### src/rtl/core/pbb_pkg.sv
package pbb_pkg;

    localparam int MAX_CELLS_DEF = 16;
    localparam int FILL_BITS_DEF = 16;

    localparam int COORD_W     = 32;
    localparam int EDGE_W      = 32;
    localparam int CELLS_CFG_W = 5;
    localparam int QUANT_W     = 8;
    localparam int INDEX_W     = 12;
    localparam int SLOT_W      = 16;
    localparam int CFG_INDEX_W = 3;
    localparam int STEP_W      = 4;
    localparam int AXIS_W      = 2;

    localparam logic [QUANT_W-1:0] LOCAL_MAX = 8'hFF;
    localparam logic [AXIS_W-1:0]  AXIS_LAST = 2'd2;

    typedef enum logic [CFG_INDEX_W-1:0] {
        CFG_ORIGIN_X   = 3'd0,
        CFG_ORIGIN_Y   = 3'd1,
        CFG_ORIGIN_Z   = 3'd2,
        CFG_BRICK_EDGE = 3'd3,
        CFG_CELLS_X    = 3'd4,
        CFG_CELLS_Y    = 3'd5,
        CFG_CELLS_Z    = 3'd6
    } cfg_idx_t;

    typedef enum logic [3:0] {
        ST_IDLE,
        ST_DIFF,
        ST_RANGE,
        ST_CDIV,
        ST_QDIV,
        ST_IDX1,
        ST_IDX2,
        ST_READ,
        ST_WRITE
    } st_t;

    // Command to the shared divider: the partial remainder to start from, the
    // dividend bits still to be shifted in (MSB first) and the step count.
    typedef struct packed {
        logic                start;
        logic [EDGE_W-1:0]   rem_init;
        logic [QUANT_W-1:0]  low_init;
        logic [STEP_W-1:0]   steps;
    } div_cmd_t;

    typedef struct packed {
        logic                done;
        logic [QUANT_W-1:0]  quotient;
        logic [EDGE_W-1:0]   remainder;
    } div_res_t;

endpackage

### src/rtl/core/pbb_divider.sv
module pbb_divider
    import pbb_pkg::*;
(
    input  logic              clk,
    input  logic              rst_n,
    input  div_cmd_t          cmd,
    input  logic [EDGE_W-1:0] divisor,
    output div_res_t          res
);

    logic                busy_reg;
    logic                done_reg;
    logic [STEP_W-1:0]   cnt_reg;
    logic [EDGE_W-1:0]   rem_reg;
    logic [QUANT_W-1:0]  low_reg;
    logic [QUANT_W-1:0]  quo_reg;

    logic [EDGE_W:0]     trial;
    logic [EDGE_W:0]     trial_sub;
    logic                fits;
    logic [EDGE_W-1:0]   rem_step;

    // One restoring step. The partial remainder stays below the divisor, so
    // the difference always fits back into the remainder register.
    assign trial     = {rem_reg, low_reg[QUANT_W-1]};
    assign fits      = trial >= {1'b0, divisor};
    assign trial_sub = trial - {1'b0, divisor};
    assign rem_step  = fits ? trial_sub[EDGE_W-1:0] : trial[EDGE_W-1:0];

    always_ff @(posedge clk or negedge rst_n)
    begin
        if (!rst_n)
        begin
            busy_reg <= 1'b0;
            done_reg <= 1'b0;
            cnt_reg  <= '0;
        end
        else if (cmd.start)
        begin
            busy_reg <= 1'b1;
            done_reg <= 1'b0;
            cnt_reg  <= cmd.steps;
        end
        else if (busy_reg)
        begin
            cnt_reg <= cnt_reg - 1'b1;
            if (cnt_reg == STEP_W'(1))
            begin
                busy_reg <= 1'b0;
                done_reg <= 1'b1;
            end
            else
            begin
                done_reg <= 1'b0;
            end
        end
        else
        begin
            done_reg <= 1'b0;
        end
    end

    always_ff @(posedge clk)
    begin
        if (cmd.start)
        begin
            rem_reg <= cmd.rem_init;
            low_reg <= cmd.low_init;
            quo_reg <= '0;
        end
        else if (busy_reg)
        begin
            rem_reg <= rem_step;
            low_reg <= {low_reg[QUANT_W-2:0], 1'b0};
            quo_reg <= {quo_reg[QUANT_W-2:0], fits};
        end
    end

    assign res.done      = done_reg;
    assign res.quotient  = quo_reg;
    assign res.remainder = rem_reg;

    a_no_restart_busy: assert property (@(posedge clk) disable iff (!rst_n)
        cmd.start |-> !busy_reg)
        else $error("divider started while a division is in progress");

endmodule

### config.mk
export PLATFORM = sky130hd
export DESIGN_NAME = pbb_divider
export DESIGN_NICKNAME = d
export VERILOG_FILES = /design/src/rtl/core/pbb_pkg.sv /design/src/rtl/core/pbb_divider.sv
export SDC_FILE = /design/constraint.sdc
export NUM_CORES = 1
export LEC_CHECK = 0
export BUFFER_PORTS_ARGS = -buffer_cell sky130_fd_sc_hd__buf_4
export CORE_MARGIN = 4
export CORE_UTILIZATION = 58
export CTS_BUF_LIST = sky130_fd_sc_hd__clkbuf_16
export DETAILED_ROUTE_END_ITERATION = 12
export PLACE_DENSITY = 0.95
export RECOVER_POWER = 50
export SLEW_MARGIN = 10
export SYNTH_ARGS = -nofsm -noshare
export SYNTH_HDL_FRONTEND = slang
export SYNTH_SLANG_ARGS = --single-unit
### constraint.sdc
create_clock -name clk -period 4.3 [get_ports clk]
set_input_delay 0.215 -clock clk [delete_from_list [all_inputs] [get_ports clk]]
set_output_delay 0.215 -clock clk [all_outputs]
set_load 0.05 [all_outputs]
==> metrics.txt <==
first-pass GRT wire length=19100 um; DR WL/cell=roughly 16 um; Vias/cell=5.90; vias in the first global route=4283; Met3 Wirelength=1020 um; Post-Syn Nets=653; routed wire length=approximately 12000 um; routability cong.=0.923; FP Rows=31; htree depth=2; Top delay family on crit path=simple AND/OR/NAND/NOR gates; Layout area overhead=19.8%; max reg flops=32; Async SR Flop Fraction=11.1%; Port Buf Inserts=119; CP Capture Type=register; Clk Latency, worst-skew pair=300 ps; Pwr Density=773 nW/um^2; Final period util=78.2%; slew of the pin with the lowest slew margin=2870 ps; final hold vios=0; Clock Skew=7.45 ps; Post-Route M1 WL=4810 um; Worst Path Buf+Inv=0; DRC=0; highest metal used=met4; CTS Buf Count=5; Syn Inst Count=539; relative slew slack=-91.6%; RSZ-0062 raised after global routing=no; final setup violating endpoints=0; Die W=96.4 um; critical path arrival=3220 ps; HPWL after detailed placement=9060 um; placed cell count=approximately 730; CP max FO=40; final slew viol count=41; CTS tree=yes; clock tree sinks=54; DRT Pass-1 Iters=7; status=finished, violations left; DP Area=5430 sq um; CP max-delay cell=or2_0; DIE AREA=9300 sq um; IR Drop Worst-Case VDD=about 0.31 mV; library cells used by synthesis=56; violated checks=max-capacitance violations, max-slew violations; P_leak=about 2.4 nW; initial core utilization=61.2%; largest net degree at the start of global routing=between 50 and 60; metal2 WL=5760 um; # diodes=0; dpl ws=around 1100 ps; EDFF count, synth=40; worst endpoint required time=~4200 ps; Die Y=~96 um; via count=4328; fill count=609; buffers from clock root to sink, at most=2; initial antenna violation count=0; synthesized cell area=4530 sq um; layout net count=748; crit path time final=roughly 3400 ps; upper clock frequency limit=roughly 0.3 GHz; setup ws final=939 ps; Final Non-Filler Cells=roughly 730; Mean Syn Cell Area=8.41 sq um; gr ovfl total=0; CP max stage delay=2150 ps; Initial DRC Count=246; setup tns final=0 ps; CTS root buf=clkbuf_16; sequential area share after synthesis=between 30% and 40%; number of synthesized register bits=54; Synth Flop Type=edfxtp_1; core area=between 7000 and 8000 sq um; max cap viols=1; Synth Warn #=0; Pwr Total=4.20 mW; clock-pin slew on the worst setup and hold paths=~80 ps; io pins=120; post-route ant nets=0; CP Class=reg2reg; Final Cell Area=5430 sq um; All-Layer GR Usage=25.5%; Min-Delay Path Class=in2reg; ratio of cells with drive above 1 in the final layout=18.0%; crit path cell chain=or2_0; Worst Setup Start Kind=register
[what timing repair did]
item,4_1_cts,5_1_grt
hold buffers,1,0
hold endpoints to repair,6,0
gates resized for setup,0,0
setup buffers,0,0
[metrics by stage]
step	utilization, %	hold WS, ps
2_1_floorplan	-	-80.6
3_3_place_gp	73.3	24.2
3_5_place_dp	73.3	25.1
4_1_cts	75.5	121
5_1_grt	73.3	125
6_report	73.3	121
[per-layer routing]
layer / vias up / GRT usage [%]
met5: - / 0
met4: 0 / 4.44
met3: 16 / 5.34
met2: 207 / 46.5
met1: 1997 / 31.2
li1: 2108 / -
[path summary, 6_finish.rpt]
| path | slack [ps] | end | cells past startpoint | from |
|---|---|---|---|---|
| setup / recovery | 940 | rem_reg[27] | 1 | busy_reg |
| hold / removal | 120 | cnt_reg[1] | 3 | cmd[1] |
| setup reg to reg | 940 | rem_reg[27] | 1 | busy_reg |
| hold reg to reg | 500 | quo_reg[7] | 2 | quo_reg[7] |
| max in group asynchronous | 3750 | cnt_reg[3] | 2 | rst_n |
| min in group asynchronous | 310 | busy_reg | 2 | rst_n |
[synth_stat cells (12+ instances only)]
master     n  share of area [%]
edfxtp_1  40                 26
nor2_1    37                3.1
xnor2_1   14                2.7
nand2_1   59                4.9
o21ai_0   39                4.3
mux2_2    20                5.0
clkbuf_1  16                1.3
xor2_1    12                2.3
ha_1      34                9.4
o21a_1    14                2.3
inv_1     47                3.9
nand4_1   12                1.7
a21oi_1   56                6.2
[where the power goes]
group	internal, mW	switching [mW]	total [mW]
clock	0.223	0.205	0.428
sequential	0.813	0.163	0.975
combinational	0.956	1.84	2.80
[cell usage in the layout (no fill, tap or decap), types with 6 or more instances in the layout]
cell,n
a21oi_1,55
a211oi_1,7
nand2_1,59
nand4_1,12
inv_1,47
o21a_1,14
dfxtp_1,8
nand3_1,7
clkbuf_1,42
nor4_1,6
mux2_2,20
ha_1,34
o21ai_0,39
edfxtp_1,40
xor2_1,12
o211ai_1,7
xnor2_1,14
dfrtp_1,6
nor2_1,37
a21o_1,11
buf_4,78
nor3_1,10
mux2i_1,8
[kinds of logic (layout without fill, tap and decap cells)]
family / Yosys count / in the layout / synth area share (%)
adders and majority gates: 35 / 35 / 9.82
AOI/OAI and AO/OA: 162 / 162 / 22.1
muxes: 28 / 28 / 6.73
buffers and inverters: 82 / 178 / 7.53
and+or+nand+nor: 152 / 152 / 15.4
xor gates and xnor gates: 26 / 26 / 5.02
DFF: 54 / 54 / 33.3
[cell type report]
class | count | area (sq um) | share of cell area (%)
Tap cell | 99 | 124 | 2.28
Multi-Input combinational cell | 403 | 2690 | 49.6
Timing Repair Buffer | 122 | 773 | 14.2
Clock buffer | 5 | 125 | 2.30
Clock inverter | 3 | 27.5 | 0.507
Inverter | 48 | 180 | 3.32
Sequential cell | 54 | 1510 | 27.8
Power figures use the tool's default switching activity.
